==> config.mk <==
export PLATFORM = sky130hd
export DESIGN_NAME = four_channel_dma_controller_flat
export DESIGN_NICKNAME = d
export VERILOG_FILES = /design/src/sv/fcdma_pkg.sv /design/src/sv/fcdma_if.sv /design/src/sv/four_channel_dma_controller.sv /design/src/flat_wrapper.sv
export SDC_FILE = /design/constraint.sdc
export NUM_CORES = 2
export LEC_CHECK = 0
export ABC_CLOCK_PERIOD_IN_PS = 9780
export BUFFER_PORTS_ARGS = -buffer_cell sky130_fd_sc_hd__buf_2
export CORE_AREA = 2 2 344 261
export CTS_CLUSTER_DIAMETER = 100
export CTS_CLUSTER_SIZE = 30
export DETAILED_ROUTE_END_ITERATION = 12
export DIE_AREA = 0 0 346 263
export PLACE_DENSITY = 0.67
export SYNTH_ARGS = -nofsm -noshare
export SYNTH_HDL_FRONTEND = slang
export SYNTH_SLANG_ARGS = --single-unit
==> constraint.sdc <==
create_clock -name clk -period 9.78 [get_ports clk]
set_input_delay 2.445 -clock clk [delete_from_list [all_inputs] [get_ports clk]]
set_output_delay 2.445 -clock clk [all_outputs]
set_load 0.02 [all_outputs]
==> src/sv/fcdma_pkg.sv <==
// ----------------------------------------------------------------------------
// fcdma_pkg
// Shared types and constants of the four-channel DMA controller.
// ----------------------------------------------------------------------------
package fcdma_pkg;

  localparam int unsigned NUM_CHAN      = 4;
  localparam logic [1:0]  STARTUP_DELAY = 2'd2;
  localparam logic [16:0] FIFO_BURST    = 17'd4;
  localparam logic [31:0] FIFO_A_ADDR   = 32'h0400_00A0;
  localparam logic [31:0] FIFO_B_ADDR   = 32'h0400_00A4;
  localparam logic [31:0] EWRAM_BASE    = 32'h0200_0000;

  // item functions
  localparam logic [1:0] FN_WRITE = 2'd0;
  localparam logic [1:0] FN_READ  = 2'd1;
  localparam logic [1:0] FN_TRIG  = 2'd2;
  localparam logic [1:0] FN_TICK  = 2'd3;

  // trigger occasions
  localparam logic [2:0] OCC_HBLANK = 3'd0;
  localparam logic [2:0] OCC_VBLANK = 3'd1;
  localparam logic [2:0] OCC_VIDEO  = 3'd2;
  localparam logic [2:0] OCC_FIFO_A = 3'd3;
  localparam logic [2:0] OCC_FIFO_B = 3'd4;
  localparam logic [2:0] OCC_STOP   = 3'd5;

  // start timing codes
  localparam logic [1:0] TM_IMM     = 2'd0;
  localparam logic [1:0] TM_VBLANK  = 2'd1;
  localparam logic [1:0] TM_HBLANK  = 2'd2;
  localparam logic [1:0] TM_SPECIAL = 2'd3;

  // address control codes
  localparam logic [1:0] AC_INC    = 2'd0;
  localparam logic [1:0] AC_DEC    = 2'd1;
  localparam logic [1:0] AC_FIXED  = 2'd2;
  localparam logic [1:0] AC_RELOAD = 2'd3;

  typedef struct packed {
    logic [1:0] func;
    logic [1:0] chan_sel;
    logic [3:0] reg_offset;
    logic [7:0] wdata;
    logic [2:0] occasion;
  } in_item_t;

  typedef struct packed {
    logic [7:0]  rdata;
    logic        xfer_valid;
    logic [1:0]  xfer_channel;
    logic [31:0] src_address;
    logic [31:0] dst_address;
    logic        word_unit;
    logic        skip_read;
    logic        sequential;
    logic        block_done;
    logic        irq_raise;
  } out_item_t;

  function automatic logic [31:0] src_mask(input logic [1:0] c);
    return (c == 2'd0) ? 32'h07FF_FFFF : 32'h0FFF_FFFF;
  endfunction

  function automatic logic [31:0] dst_mask(input logic [1:0] c);
    return (c == 2'd3) ? 32'h0FFF_FFFF : 32'h07FF_FFFF;
  endfunction

  function automatic logic [15:0] len_mask(input logic [1:0] c);
    return (c == 2'd3) ? 16'hFFFF : 16'h3FFF;
  endfunction

endpackage

==> src/sv/fcdma_if.sv <==
// ----------------------------------------------------------------------------
// fcdma_in_if / fcdma_out_if
// Valid/ready channels carrying command and result items.
// ----------------------------------------------------------------------------
interface fcdma_in_if;
  logic                 valid;
  logic                 ready;
  fcdma_pkg::in_item_t  payload;
  modport source (output valid, output payload, input ready);
  modport sink   (input valid, input payload, output ready);
endinterface

interface fcdma_out_if;
  logic                 valid;
  logic                 ready;
  fcdma_pkg::out_item_t payload;
  modport source (output valid, output payload, input ready);
  modport sink   (input valid, input payload, output ready);
endinterface

==> src/sv/four_channel_dma_controller.sv <==
// ----------------------------------------------------------------------------
// four_channel_dma_controller
// Four-channel fixed-priority DMA sequencer: register access, triggers, ticks.
// ----------------------------------------------------------------------------
//  channel | direction | carries
//  in_     | sink      | func, chan_sel, reg_offset, wdata, occasion
//  out_    | source    | rdata and one transfer unit description
//
// One item per cycle: each accepted item updates channel state and loads the
// result register in the same cycle. The result register is the only stage;
// a new item is taken whenever it is empty or being drained. Reset clears all
// channel state; out_valid drops. A stalled output holds its item and stops
// input acceptance until it is taken.
module four_channel_dma_controller (
  input  logic          clk,
  input  logic          rst_n,
  fcdma_in_if.sink      in_ch,
  fcdma_out_if.source   out_ch
);

  logic [27:0] reg_source_r [4];
  logic [27:0] reg_dest_r   [4];
  logic [15:0] reg_count_r  [4];
  logic [12:0] ctrl_bits_r  [4];
  logic [31:0] cur_source_r [4];
  logic [31:0] cur_dest_r   [4];
  logic [16:0] cur_rem_r    [4];
  logic [3:0]  fifo_mode_r;
  logic [1:0]  startup_r    [4];
  logic [3:0]  hb_mask_r, vb_mask_r, vid_mask_r, run_mask_r;
  logic [2:0]  active_r;
  logic        seq_r;

  logic [27:0] reg_source_nxt [4];
  logic [27:0] reg_dest_nxt   [4];
  logic [15:0] reg_count_nxt  [4];
  logic [12:0] ctrl_bits_nxt  [4];
  logic [31:0] cur_source_nxt [4];
  logic [31:0] cur_dest_nxt   [4];
  logic [16:0] cur_rem_nxt    [4];
  logic [3:0]  fifo_mode_nxt;
  logic [1:0]  startup_nxt    [4];
  logic [3:0]  hb_mask_nxt, vb_mask_nxt, vid_mask_nxt, run_mask_nxt;
  logic [2:0]  active_nxt;
  logic        seq_nxt;

  logic                 out_valid_r;
  fcdma_pkg::out_item_t out_item_r, res;
  logic                 accept;

  assign in_ch.ready    = !out_valid_r || out_ch.ready;
  assign accept         = in_ch.valid && in_ch.ready;
  assign out_ch.valid   = out_valid_r;
  assign out_ch.payload = out_item_r;

  // first runnable channel, 4 when none
  function automatic logic [2:0] first_of(input logic [3:0] m);
    logic [2:0] r;
    r = 3'd4;
    for (int i = 3; i >= 0; i--) if (m[i]) r = 3'(i);
    return r;
  endfunction

  // next-state logic for one item
  always_comb begin
    fcdma_pkg::in_item_t it;
    logic [1:0]  c, ac;
    logic [31:0] v32, sh32, hm, page, lm;
    logic [7:0]  v;
    logic [12:0] ct;
    logic        was, word;
    logic [31:0] step, sm, dm;
    logic [16:0] n, rem;
    it = in_ch.payload;
    c  = it.chan_sel;
    reg_source_nxt = reg_source_r; reg_dest_nxt = reg_dest_r;
    reg_count_nxt = reg_count_r; ctrl_bits_nxt = ctrl_bits_r;
    cur_source_nxt = cur_source_r; cur_dest_nxt = cur_dest_r;
    cur_rem_nxt = cur_rem_r; fifo_mode_nxt = fifo_mode_r;
    startup_nxt = startup_r;
    hb_mask_nxt = hb_mask_r; vb_mask_nxt = vb_mask_r;
    vid_mask_nxt = vid_mask_r; run_mask_nxt = run_mask_r;
    active_nxt = active_r; seq_nxt = seq_r;
    res = '0;
    v = it.wdata;
    v32 = '0; sh32 = '0; hm = '0; page = '0; lm = '0; ct = '0; was = 1'b0;
    word = 1'b0; step = '0; sm = '0; dm = '0; n = '0; rem = '0; ac = '0;
    case (it.func)
      fcdma_pkg::FN_WRITE: begin
        if (it.reg_offset <= 4'd7) begin
          sh32 = {24'd0, v} << {it.reg_offset[1:0], 3'b000};
          hm   = 32'hFF << {it.reg_offset[1:0], 3'b000};
          if (!it.reg_offset[2]) begin
            v32 = ({4'd0, reg_source_r[c]} & ~hm) | (sh32 & fcdma_pkg::src_mask(c));
            reg_source_nxt[c] = v32[27:0];
          end else begin
            v32 = ({4'd0, reg_dest_r[c]} & ~hm) | (sh32 & fcdma_pkg::dst_mask(c));
            reg_dest_nxt[c] = v32[27:0];
          end
        end else if (it.reg_offset == 4'd8) begin
          reg_count_nxt[c] = {reg_count_r[c][15:8], v};
        end else if (it.reg_offset == 4'd9) begin
          reg_count_nxt[c] = {v, reg_count_r[c][7:0]};
        end else if (it.reg_offset == 4'd10) begin
          // only the top three bits of the low control byte are kept
          ctrl_bits_nxt[c] = {ctrl_bits_r[c][12:5], v[7:5], 2'b00};
        end else if (it.reg_offset == 4'd11) begin
          was = ctrl_bits_r[c][12];
          if (v[5:4] == fcdma_pkg::TM_IMM) v[1] = 1'b0;
          if (c != 2'd3) v[3] = 1'b0;
          ct = {v, ctrl_bits_r[c][4:2], 2'b00};
          ctrl_bits_nxt[c] = ct;
          hb_mask_nxt[c] = 1'b0; vb_mask_nxt[c] = 1'b0; vid_mask_nxt[c] = 1'b0;
          if (!ct[12]) begin
            run_mask_nxt[c] = 1'b0;
            startup_nxt[c]  = 2'd0;
            if ({1'b0, c} == active_r) begin
              active_nxt = first_of(run_mask_nxt);
              seq_nxt = 1'b0;
            end
          end else begin
            if (ct[10:9] == fcdma_pkg::TM_HBLANK) hb_mask_nxt[c] = 1'b1;
            else if (ct[10:9] == fcdma_pkg::TM_VBLANK) vb_mask_nxt[c] = 1'b1;
            else if (ct[10:9] == fcdma_pkg::TM_SPECIAL && c == 2'd3) vid_mask_nxt[3] = 1'b1;
            if (!was) begin
              page = {28'd0, reg_source_r[c][27:24]};
              if (page >= 32'h08 && page <= 32'h0D) ct[5:4] = fcdma_pkg::AC_INC;
              if (ct[10:9] == fcdma_pkg::TM_SPECIAL && (c == 2'd1 || c == 2'd2)) begin
                fifo_mode_nxt[c] = 1'b1;
                ct[7] = 1'b1;
                cur_rem_nxt[c] = fcdma_pkg::FIFO_BURST;
                cur_source_nxt[c] = {4'd0, reg_source_r[c][27:2], 2'b00};
                cur_dest_nxt[c]   = {4'd0, reg_dest_r[c][27:2], 2'b00};
              end else begin
                fifo_mode_nxt[c] = 1'b0;
                lm = ct[7] ? 32'hFFFF_FFFC : 32'hFFFF_FFFE;
                cur_source_nxt[c] = {4'd0, reg_source_r[c]} & lm;
                cur_dest_nxt[c]   = {4'd0, reg_dest_r[c]} & lm;
                n = {1'b0, reg_count_r[c] & fcdma_pkg::len_mask(c)};
                cur_rem_nxt[c] = (n != 17'd0) ? n
                               : {1'b0, fcdma_pkg::len_mask(c)} + 17'd1;
                if (ct[10:9] == fcdma_pkg::TM_IMM) startup_nxt[c] = fcdma_pkg::STARTUP_DELAY;
              end
              ctrl_bits_nxt[c] = ct;
            end
          end
        end
      end
      fcdma_pkg::FN_READ: begin
        if (it.reg_offset == 4'd10) res.rdata = {ctrl_bits_r[c][4:0], 3'b000};
        else if (it.reg_offset == 4'd11) res.rdata = ctrl_bits_r[c][12:5];
      end
      fcdma_pkg::FN_TRIG: begin
        case (it.occasion)
          fcdma_pkg::OCC_HBLANK:
            for (int i = 0; i < 4; i++) if (hb_mask_r[i]) startup_nxt[i] = fcdma_pkg::STARTUP_DELAY;
          fcdma_pkg::OCC_VBLANK:
            for (int i = 0; i < 4; i++) if (vb_mask_r[i]) startup_nxt[i] = fcdma_pkg::STARTUP_DELAY;
          fcdma_pkg::OCC_VIDEO:
            for (int i = 0; i < 4; i++) if (vid_mask_r[i]) startup_nxt[i] = fcdma_pkg::STARTUP_DELAY;
          fcdma_pkg::OCC_FIFO_A, fcdma_pkg::OCC_FIFO_B: begin
            v32 = (it.occasion == fcdma_pkg::OCC_FIFO_A) ? fcdma_pkg::FIFO_A_ADDR
                                                         : fcdma_pkg::FIFO_B_ADDR;
            for (int i = 1; i <= 2; i++)
              if (ctrl_bits_r[i][12] && ctrl_bits_r[i][10:9] == fcdma_pkg::TM_SPECIAL
                  && {4'd0, reg_dest_r[i]} == v32)
                startup_nxt[i] = fcdma_pkg::STARTUP_DELAY;
          end
          fcdma_pkg::OCC_STOP: begin
            if (ctrl_bits_r[3][12] && ctrl_bits_r[3][10:9] == fcdma_pkg::TM_SPECIAL) begin
              ctrl_bits_nxt[3][12] = 1'b0;
              run_mask_nxt[3] = 1'b0;
              vid_mask_nxt[3] = 1'b0;
              startup_nxt[3] = 2'd0;
              active_nxt = first_of(run_mask_nxt);
              seq_nxt = 1'b0;
            end
          end
          default: ;
        endcase
      end
      default: begin
        // startup countdown, lowest channel first
        for (int i = 0; i < 4; i++) begin
          if (startup_r[i] != 2'd0) begin
            startup_nxt[i] = startup_r[i] - 2'd1;
            if (startup_nxt[i] == 2'd0) begin
              if (run_mask_nxt == 4'd0 || 3'(i) < active_nxt) begin
                if (3'(i) != active_nxt) seq_nxt = 1'b0;
                active_nxt = 3'(i);
              end
              run_mask_nxt[i] = 1'b1;
            end
          end
        end
        // one unit of the active channel
        if (!active_nxt[2]) begin
          ac = active_nxt[1:0];
          ct = ctrl_bits_r[ac];
          rem = cur_rem_r[ac];
          if (rem != 17'd0) begin
            word = fifo_mode_r[ac] | ct[7];
            step = word ? 32'd4 : 32'd2;
            sm = (ct[5:4] == fcdma_pkg::AC_INC) ? step :
                 (ct[5:4] == fcdma_pkg::AC_DEC) ? (32'd0 - step) : 32'd0;
            dm = fifo_mode_r[ac] ? 32'd0 :
                 (ct[3:2] == fcdma_pkg::AC_INC || ct[3:2] == fcdma_pkg::AC_RELOAD) ? step :
                 (ct[3:2] == fcdma_pkg::AC_DEC) ? (32'd0 - step) : 32'd0;
            res.xfer_valid   = 1'b1;
            res.xfer_channel = ac;
            res.src_address  = cur_source_r[ac];
            res.dst_address  = cur_dest_r[ac];
            res.word_unit    = word;
            res.skip_read    = cur_source_r[ac] < fcdma_pkg::EWRAM_BASE;
            res.sequential   = seq_nxt;
            cur_source_nxt[ac] = cur_source_r[ac] + sm;
            cur_dest_nxt[ac]   = cur_dest_r[ac] + dm;
            rem = rem - 17'd1;
            cur_rem_nxt[ac] = rem;
            seq_nxt = 1'b1;
          end
          // block end
          if (rem == 17'd0) begin
            res.block_done = res.xfer_valid;
            run_mask_nxt[ac] = 1'b0;
            res.irq_raise = ct[11] & res.xfer_valid;
            if (ct[6]) begin
              if (fifo_mode_r[ac]) begin
                cur_rem_nxt[ac] = fcdma_pkg::FIFO_BURST;
              end else begin
                n = {1'b0, reg_count_r[ac] & fcdma_pkg::len_mask(ac)};
                cur_rem_nxt[ac] = (n != 17'd0) ? n
                                : {1'b0, fcdma_pkg::len_mask(ac)} + 17'd1;
                if (ct[3:2] == fcdma_pkg::AC_RELOAD)
                  cur_dest_nxt[ac] = {4'd0, reg_dest_r[ac]} &
                                     (ct[7] ? 32'hFFFF_FFFC : 32'hFFFF_FFFE);
              end
            end else begin
              ctrl_bits_nxt[ac][12] = 1'b0;
              hb_mask_nxt[ac] = 1'b0; vb_mask_nxt[ac] = 1'b0; vid_mask_nxt[ac] = 1'b0;
            end
            active_nxt = first_of(run_mask_nxt);
            seq_nxt = 1'b0;
          end
        end
      end
    endcase
  end

  // state and result registers
  always_ff @(posedge clk) begin
    if (!rst_n) begin
      for (int i = 0; i < 4; i++) begin
        reg_source_r[i] <= '0; reg_dest_r[i] <= '0; reg_count_r[i] <= '0;
        ctrl_bits_r[i] <= '0; cur_source_r[i] <= '0; cur_dest_r[i] <= '0;
        cur_rem_r[i] <= '0; startup_r[i] <= '0;
      end
      fifo_mode_r <= '0;
      hb_mask_r <= '0; vb_mask_r <= '0; vid_mask_r <= '0; run_mask_r <= '0;
      active_r <= 3'd4;
      seq_r <= 1'b0;
      out_valid_r <= 1'b0;
    end else begin
      if (accept) begin
        reg_source_r <= reg_source_nxt; reg_dest_r <= reg_dest_nxt;
        reg_count_r <= reg_count_nxt; ctrl_bits_r <= ctrl_bits_nxt;
        cur_source_r <= cur_source_nxt; cur_dest_r <= cur_dest_nxt;
        cur_rem_r <= cur_rem_nxt; fifo_mode_r <= fifo_mode_nxt;
        startup_r <= startup_nxt;
        hb_mask_r <= hb_mask_nxt; vb_mask_r <= vb_mask_nxt;
        vid_mask_r <= vid_mask_nxt; run_mask_r <= run_mask_nxt;
        active_r <= active_nxt; seq_r <= seq_nxt;
        out_valid_r <= 1'b1;
      end else if (out_ch.ready) begin
        out_valid_r <= 1'b0;
      end
    end
  end

  always_ff @(posedge clk) begin
    if (accept) out_item_r <= res;
  end

  // checks
  a_active_runnable: assert property (@(posedge clk) disable iff (!rst_n)
    !active_r[2] |-> run_mask_r[active_r[1:0]])
    else $error("active channel not runnable");
  a_idle_none: assert property (@(posedge clk) disable iff (!rst_n)
    (run_mask_r == 4'd0) |-> active_r[2])
    else $error("active channel with empty runnable set");
  a_done_needs_xfer: assert property (@(posedge clk) disable iff (!rst_n)
    out_valid_r && (out_item_r.block_done || out_item_r.irq_raise) |-> out_item_r.xfer_valid)
    else $error("block end mark without a unit");
  a_hold: assert property (@(posedge clk) disable iff (!rst_n)
    out_valid_r && !out_ch.ready |=> out_valid_r && $stable(out_item_r))
    else $error("stalled result changed");

endmodule
==> src/flat_wrapper.sv <==
// flat-port wrapper written by rule: the top's interface ports become plain ports
module four_channel_dma_controller_flat 
  (clk, rst_n, in_ch_valid, in_ch_payload, in_ch_ready, out_ch_valid, out_ch_payload, out_ch_ready);
  fcdma_in_if in_ch_i ();
  fcdma_out_if out_ch_i ();
  input  logic clk;
  input  logic rst_n;
  input wire logic [$bits(in_ch_i.valid)-1:0] in_ch_valid;
  input wire logic [$bits(in_ch_i.payload)-1:0] in_ch_payload;
  output wire logic [$bits(in_ch_i.ready)-1:0] in_ch_ready;
  output wire logic [$bits(out_ch_i.valid)-1:0] out_ch_valid;
  output wire logic [$bits(out_ch_i.payload)-1:0] out_ch_payload;
  input wire logic [$bits(out_ch_i.ready)-1:0] out_ch_ready;
  assign in_ch_i.valid = in_ch_valid;
  assign in_ch_i.payload = in_ch_payload;
  assign in_ch_ready = in_ch_i.ready;
  assign out_ch_valid = out_ch_i.valid;
  assign out_ch_payload = out_ch_i.payload;
  assign out_ch_i.ready = out_ch_ready;
  four_channel_dma_controller u_core (.clk(clk), .rst_n(rst_n), .in_ch(in_ch_i), .out_ch(out_ch_i));
endmodule
* Word level (Yosys, flattened, before mapping)
Cells that the tools add are included.
** Cells by class
- Reduce and logical (&&, ||, !) cells :: 76
- Magnitude comparators :: 16
- Add/subtract/negate cells :: 10
- Bitwise gates (word level) :: 53
- Muxes and demuxes :: 348
- Shifts and indexed selects :: 2
- Equal/unequal tests :: 68
** Operator list (count)
- 128-bit two-way mux :: 26
- 68-bit two-way mux :: 15
- 128-bit bitwise mux :: 7
- 52-bit two-way mux :: 10
- 128-bit one-hot mux with 2 select lines :: 2
- 32-bit two-way mux :: 11
- 28-bit two-way mux :: 9
- 112-bit bitwise mux :: 2
- 70-bit two-way mux :: 3
- 68-bit bitwise mux :: 3
- 28-bit binary-select mux with 2-bit select :: 3
- 52-bit bitwise mux :: 3
- 17-bit two-way mux :: 9
- 4-bit two-way mux :: 38
- 68-bit one-hot mux with 2 select lines :: 1
- 64-bit bitwise AND :: 2
- 32-bit binary-select mux with 2-bit select :: 2
- 64-bit bitwise mux :: 2
- 32-bit demux with 2-bit select :: 2
- 64-bit two-way mux :: 2
- 64-bit inverter :: 2
- 3-bit two-way mux :: 40
- 28-bit bitwise AND :: 4
- 16-bit two-way mux :: 7
- 98 further kinds :: 368
** Word-level totals
- Output and inout port bits :: 82
- Register bits after elaboration :: 777
- Input port bits :: 23
- Logic and storage cells :: 627

* Depth between registers and ports, before layout
- Depth in word-level cells :: 46
- Depth in mapped cells :: 35
- Gate-level depth less buffers :: 26

* Least setup slack after synthesis
No wires, ideal clock.
- Kind :: register -> register
- Start point :: register u_core.startup_r[4] (netlist name)
- End point :: register u_core.cur_source_r[62] (netlist name)
- Required time :: 9663 ps
- Clock period less this slack :: 8639 ps
- Library setup time :: 117 ps
- Buffers on the path :: 6
- Data arrival time :: 8522 ps
- Slack :: 1141 ps
- Cell stages (with the launch flop) :: 28
- Cells stage by stage :: dfxtp_1 > inv_1 > ha_1 > nand2b_1 > buf_2 > nand2_1 > o311a_1 > buf_2 > buf_2 > buf_1 > clkbuf_1 > clkbuf_1 > a221o_1 > nor4_1 > ha_1 > a21oi_1 > o21bai_1 > a21boi_0 > o211ai_1 > a311o_1 > a311o_1 > a31o_2 > a41o_1 > o21a_1 > o21ai_0 > nand2b_1 > xor2_1 > a32o_1
** On the way
- Word-level cells in the longest chain between the ends :: 31
- Elaborated cells on any way between the ends :: 56
- Those cells by class :: add/sub (3); order compare (4); eq/ne (2); mux (34); bitwise (2); reduce/logical (11)
** RTL lines
- from (decl) :: line four_channel_dma_controller.sv:29 : logic [1:0] startup_r [4];
- from (signal assigned) :: line four_channel_dma_controller.sv:269 : startup_r <= startup_nxt;
- 2-bit by 1-bit subtractor with 2-bit output :: line four_channel_dma_controller.sv:186 : startup_nxt[i] = startup_r[i] - 2'd1;
- 2-bit logical NOT :: line four_channel_dma_controller.sv:187 : if (startup_nxt[i] == 2'd0) begin
- 3-bit two-way mux or 1-bit two-way mux (tied branches) :: line four_channel_dma_controller.sv:187
- 3-bit two-way mux or 1-bit two-way mux (tied branches) :: line four_channel_dma_controller.sv:185 : if (startup_r[i] != 2'd0) begin
- 3-bit two-way mux or 1-bit two-way mux (tied branches) :: line four_channel_dma_controller.sv:88 : case (it.func)
- 2-bit by 3-bit < comparator with 1-bit output or 4-bit logical NOT (tied branches) :: line four_channel_dma_controller.sv:188 : if (run_mask_nxt == 4'd0 || 3'(i) < active_nxt) begin
- 1-bit logical OR :: line four_channel_dma_controller.sv:188
- 3-bit two-way mux :: line four_channel_dma_controller.sv:188
- [... 15 more ...]
- 1-bit by 32-bit subtractor with 32-bit output :: line four_channel_dma_controller.sv:205 : (ct[5:4] == fcdma_pkg::AC_DEC) ? (32'd0 - step) : 32'd0;
- 32-bit two-way mux :: line four_channel_dma_controller.sv:205
- 32-bit two-way mux :: line four_channel_dma_controller.sv:204 : sm = (ct[5:4] == fcdma_pkg::AC_INC) ? step :
- 32-bit adder :: line four_channel_dma_controller.sv:216 : cur_source_nxt[ac] = cur_source_r[ac] + sm;
- 128-bit bitwise mux :: line four_channel_dma_controller.sv:216
- 128-bit two-way mux :: line four_channel_dma_controller.sv:201 : if (rem != 17'd0) begin
- 128-bit two-way mux :: line four_channel_dma_controller.sv:197 : if (!active_nxt[2]) begin
- 128-bit one-hot mux with 2 select lines :: line four_channel_dma_controller.sv:88
- to (signal assigned) :: line four_channel_dma_controller.sv:267 : cur_source_r <= cur_source_nxt; cur_dest_r <= cur_dest_nxt;
- to (decl) :: line four_channel_dma_controller.sv:25 : logic [31:0] cur_source_r [4];
Mark *: on every way between the ends. The rest lies on a longest branch, timed or not. The select of a mux whose other input is x is not followed.
A chain may end at the register's enable or synchronous reset.

* Worst setup path in the final report
- Start point :: register u_core.startup_r[2] (netlist name)
- End point :: register u_core.cur_dest_r[15] (netlist name)
** On the way
- Word-level cells in the longest chain between the ends :: 33
- Elaborated cells on any way between the ends :: 67
- Those cells by class :: add/sub (4); order compare (3); eq/ne (3); mux (44); bitwise (3); reduce/logical (10)
** RTL lines
- 2-bit by 1-bit subtractor with 2-bit output :: line four_channel_dma_controller.sv:186
- 2-bit logical NOT :: line four_channel_dma_controller.sv:187
- 3-bit two-way mux or 1-bit two-way mux (tied branches) :: line four_channel_dma_controller.sv:187
- 3-bit two-way mux or 1-bit two-way mux (tied branches) :: line four_channel_dma_controller.sv:185
- 3-bit two-way mux or 1-bit two-way mux (tied branches) :: line four_channel_dma_controller.sv:88
- 2-bit by 3-bit < comparator with 1-bit output or 4-bit logical NOT (tied branches) :: line four_channel_dma_controller.sv:188
- 1-bit logical OR :: line four_channel_dma_controller.sv:188
- 3-bit two-way mux :: line four_channel_dma_controller.sv:188
- [... 17 more ...]
- 128-bit two-way mux :: line four_channel_dma_controller.sv:88
- 128-bit bitwise mux :: line four_channel_dma_controller.sv:235 : cur_dest_nxt[ac] = {4'd0, reg_dest_r[ac]} &
- 128-bit two-way mux :: line four_channel_dma_controller.sv:234 : if (ct[3:2] == fcdma_pkg::AC_RELOAD)
- 128-bit two-way mux :: line four_channel_dma_controller.sv:228 : if (fifo_mode_r[ac]) begin
- 128-bit two-way mux :: line four_channel_dma_controller.sv:227 : if (ct[6]) begin
- 128-bit two-way mux :: line four_channel_dma_controller.sv:223 : if (rem == 17'd0) begin
- 128-bit two-way mux :: line four_channel_dma_controller.sv:197
- 128-bit one-hot mux with 2 select lines :: line four_channel_dma_controller.sv:88
- to (signal assigned) :: line four_channel_dma_controller.sv:267
- to (decl) :: line four_channel_dma_controller.sv:26 : logic [31:0] cur_dest_r [4];
Marks and branches as above.

==> impl_metrics.yaml <==
grt:
  grt_pass1_vias: 40239
  grt_usage_pct: 36.6
  grt_overflow: 0
  grt_antenna_before_repair: 5
  grt_pass1_wl_um: 260000
  grt_start_max_net_pins: 252
setup_path:
  crit_type: "register to register"
  cp.required_ns: 10.28
  worstSetupStartpointType: "register"
  worst-endpoint-arrival_ns: 8.15
  worstPathMaxFanout: 42
  endpoint_kind: "register"
power_and_ir_drop:
  p_total_mw: 6.43
  leakagePower_nw: 19.6
  power.density_nw_per_um2: 137
  ir_drop_uv: 117
drt:
  met2WireLength_um: 70100
  avgRoutedWirePerCell_um: 28.2
  drtIter0Drc: 8023
  top_layer: "met5"
  via_per_inst: 7.16
  drc: 0
  first_pass_iters: 10
  wirelength_um: 175000
  met3_length_um: 27600
  via_count: 44384
  met1Wirelength_um: 69400
  ant_nets: 0
yosys:
  ys_top_cells_by_area: "dfxtp_1, o211a_1, nand2_1"
  synth_top_cell_area_share_pct: 31.2
  synth_nets: 5305
  synth_cell_type_count: 97
  synth_warnings: 0
  synth_edf_count: 80
  ys_seq_area_share_pct: 36.6
  ys_ff_latch: 773
  avgSynthCellArea_um2: 8.50
  synth-main-ff-cell: "dfxtp_1"
  synthCells: 5230
  async_flop_share_pct: 0
  synth_common_cells: "nand2_1, dfxtp_1, nor2_1"
  synth_largest_area_cell: "dfxtp_1"
  yosysMostFrequentCell: "nand2_1"
  netlist_area_um2: 44400
clock_network:
  htreeDepth: 2
  clk_pin_slew_worst_paths_ns: 0.11
  numCtsBuffers: 35
  post_cts_resized: 0
  ctsRootBufferMaster: "clkbuf_16"
  clk_latency_ns: 0.66
  cts_setup_buffers: 0
  cts_sinks: 773
  cts_buffer_depth: 3
  hold_buffers: 0
  cts_tree: "yes"
floorplanning:
  die_h_um: 263
  pin_count: 105
  core_area_um2: 87300
  start_util_pct: 50.9
  rows: 94
  chipWidth_um: 346
  die_area_um2: 91000
min_path:
  hold_class: "register to register"
flow_run:
  maxCapViolations: 0
layout:
  nFillCells: 8144
  synthToLayoutAreaGrowth_pct: 5.39
  final_cell_area_um2: 46800
  fin_nets: 5090
  final_cells: 6196
  drive_gt1_share_pct: 9.11
sta:
  fin_crit_sh_pct: 78.2
  skew_ns: 0.0476
  maxSlewHeadroom_pct: 7.16
  max_freq_mhz: 131
  slew_violations: 0
  period_needed_ns: 7.65
  setup_viol: 0
  finalSetupTns_ns: 0
  finalHoldViolations: 0
  tightest_slew_ns: 1.39
  rsz0062_at_grt: "false"
placed_design:
  port_buffers: 104
  place_area_um2: 45700
  gp_congestion: 1.02
  dpl.hpwl_um: 115000
  dp_cells: 6130
run_status:
  status: "finished clean"
## final timing paths
path                                      startpoint                     to  slack [ns]  depth (start not counted)
worst min-delay path            u_core.vid_mask_r[0]   u_core.vid_mask_r[0]        0.45                          2
worst min register to register  u_core.vid_mask_r[0]   u_core.vid_mask_r[0]        0.45                          2
worst max-delay path             u_core.startup_r[2]  u_core.cur_dest_r[15]        2.13                         21
worst max register to register   u_core.startup_r[2]  u_core.cur_dest_r[15]        2.13                         21
## flip-flops by register name (all words and copies together) (netlist names), named ones only
signal and flops:
u_core.cur_dest_r 128, u_core.cur_source_r 128, u_core.reg_dest_r 112, u_core.reg_source_r 108, u_core.out_ch.payload 80, u_core.cur_rem_r 68
u_core.reg_count_r 64, u_core.ctrl_bits_r 42, u_core.startup_r 8, u_core.run_mask_r 4, u_core.vid_mask_r 4, u_core.active_r 3
u_core.out_ch.valid 1, u_core.seq_r 1
## cells by family after synthesis
kind of cell / after synthesis / share of synthesized area (%)
simple gates: 1810 / 18.9
xor+xnor: 80 / 1.58
flops: 773 / 36.6
compound gates: 1808 / 30.6
fa+ha+maj: 52 / 1.50
mux: 162 / 6.07
buf+inv: 545 / 4.71
## layout by cell type, fill, tap and decap left out, types with 25 or more instances in the layout
cell,Yosys,layout
a211oi_1,44,44
a21boi_0,48,48
a21oi_1,355,354
a221oi_1,167,167
a222oi_1,91,91
a22o_1,55,55
a22oi_1,64,64
a31oi_1,52,52
and2_1,86,74
and3_1,40,40
buf_2,15,101
buf_4,0,112
clkbuf_16,0,36
dfxtp_1,693,693
edfxtp_1,80,80
ha_1,50,45
inv_1,73,72
mux2i_1,67,67
mux4_2,85,85
nand2_1,784,782
nand2b_1,30,29
nand3_1,83,83
nor2_1,394,383
nor2b_1,105,105
nor3_1,90,89
nor3b_1,77,77
nor4_1,34,33
o211a_1,310,310
o211ai_1,74,74
o21ai_0,256,255
o221ai_1,42,42
o22ai_1,25,25
xnor2_1,51,51
xor2_1,29,29
## layer usage
metal / track usage, % / vias to the layer above
li1: - / 19214
met1: 51.3 / 21330
met2: 51.2 / 3351
met3: 12.4 / 485
met4: 14.5 / 4
met5: 0 / -
## worst max-delay path, stage by stage (launching register included)
cell	delay, ns
dfxtp_1	0.40
inv_1	0.06
ha_1	0.22
nor2b_1	0.79
nor2_1	0.19
o311a_4	0.57
buf_4	0.41
nand2_1	0.15
o2111ai_1	0.14
inv_1	0.10
ha_1	0.15
inv_1	0.07
a2111o_1	0.38
nor2_1	0.28
nand2_2	0.22
nor4_4	0.77
nand3_1	0.71
a2111oi_4	0.49
buf_4	0.56
nor2_1	0.46
o211ai_1	0.22
a21oi_1	0.09
## per-stage QoR
stage	util, %	setup WS, ns	hold slack (ns)
2_1_floorplan	-	1.14	0.409
3_3_place_gp	52.4	2.79	0.419
3_5_place_dp	52.4	2.56	0.429
4_1_cts	53.7	2.50	0.446
5_1_grt	53.7	2.05	0.470
6_report	53.7	2.13	0.447
## layout make-up
class                   instances  area [µm²]  share of cell area, %
clock inverters                15         176                  0.377
well taps                    1152        1440                   3.08
clock buffers                  48         957                   2.04
flip-flops and latches        773       16300                   34.7
diodes                          3        7.51                 0.0160
multi-input cells            3912       26200                   56.0
inverters                      74         280                  0.598
repair buffers                219        1450                   3.10
## where the power goes
group          internal [mW]  total [mW]  switching (mW)
clock network          0.738        1.93            1.20
logic                  0.334        1.24           0.904
registers               3.23        3.26          0.0235
Note: power is estimated with default switching activity, not from simulation.
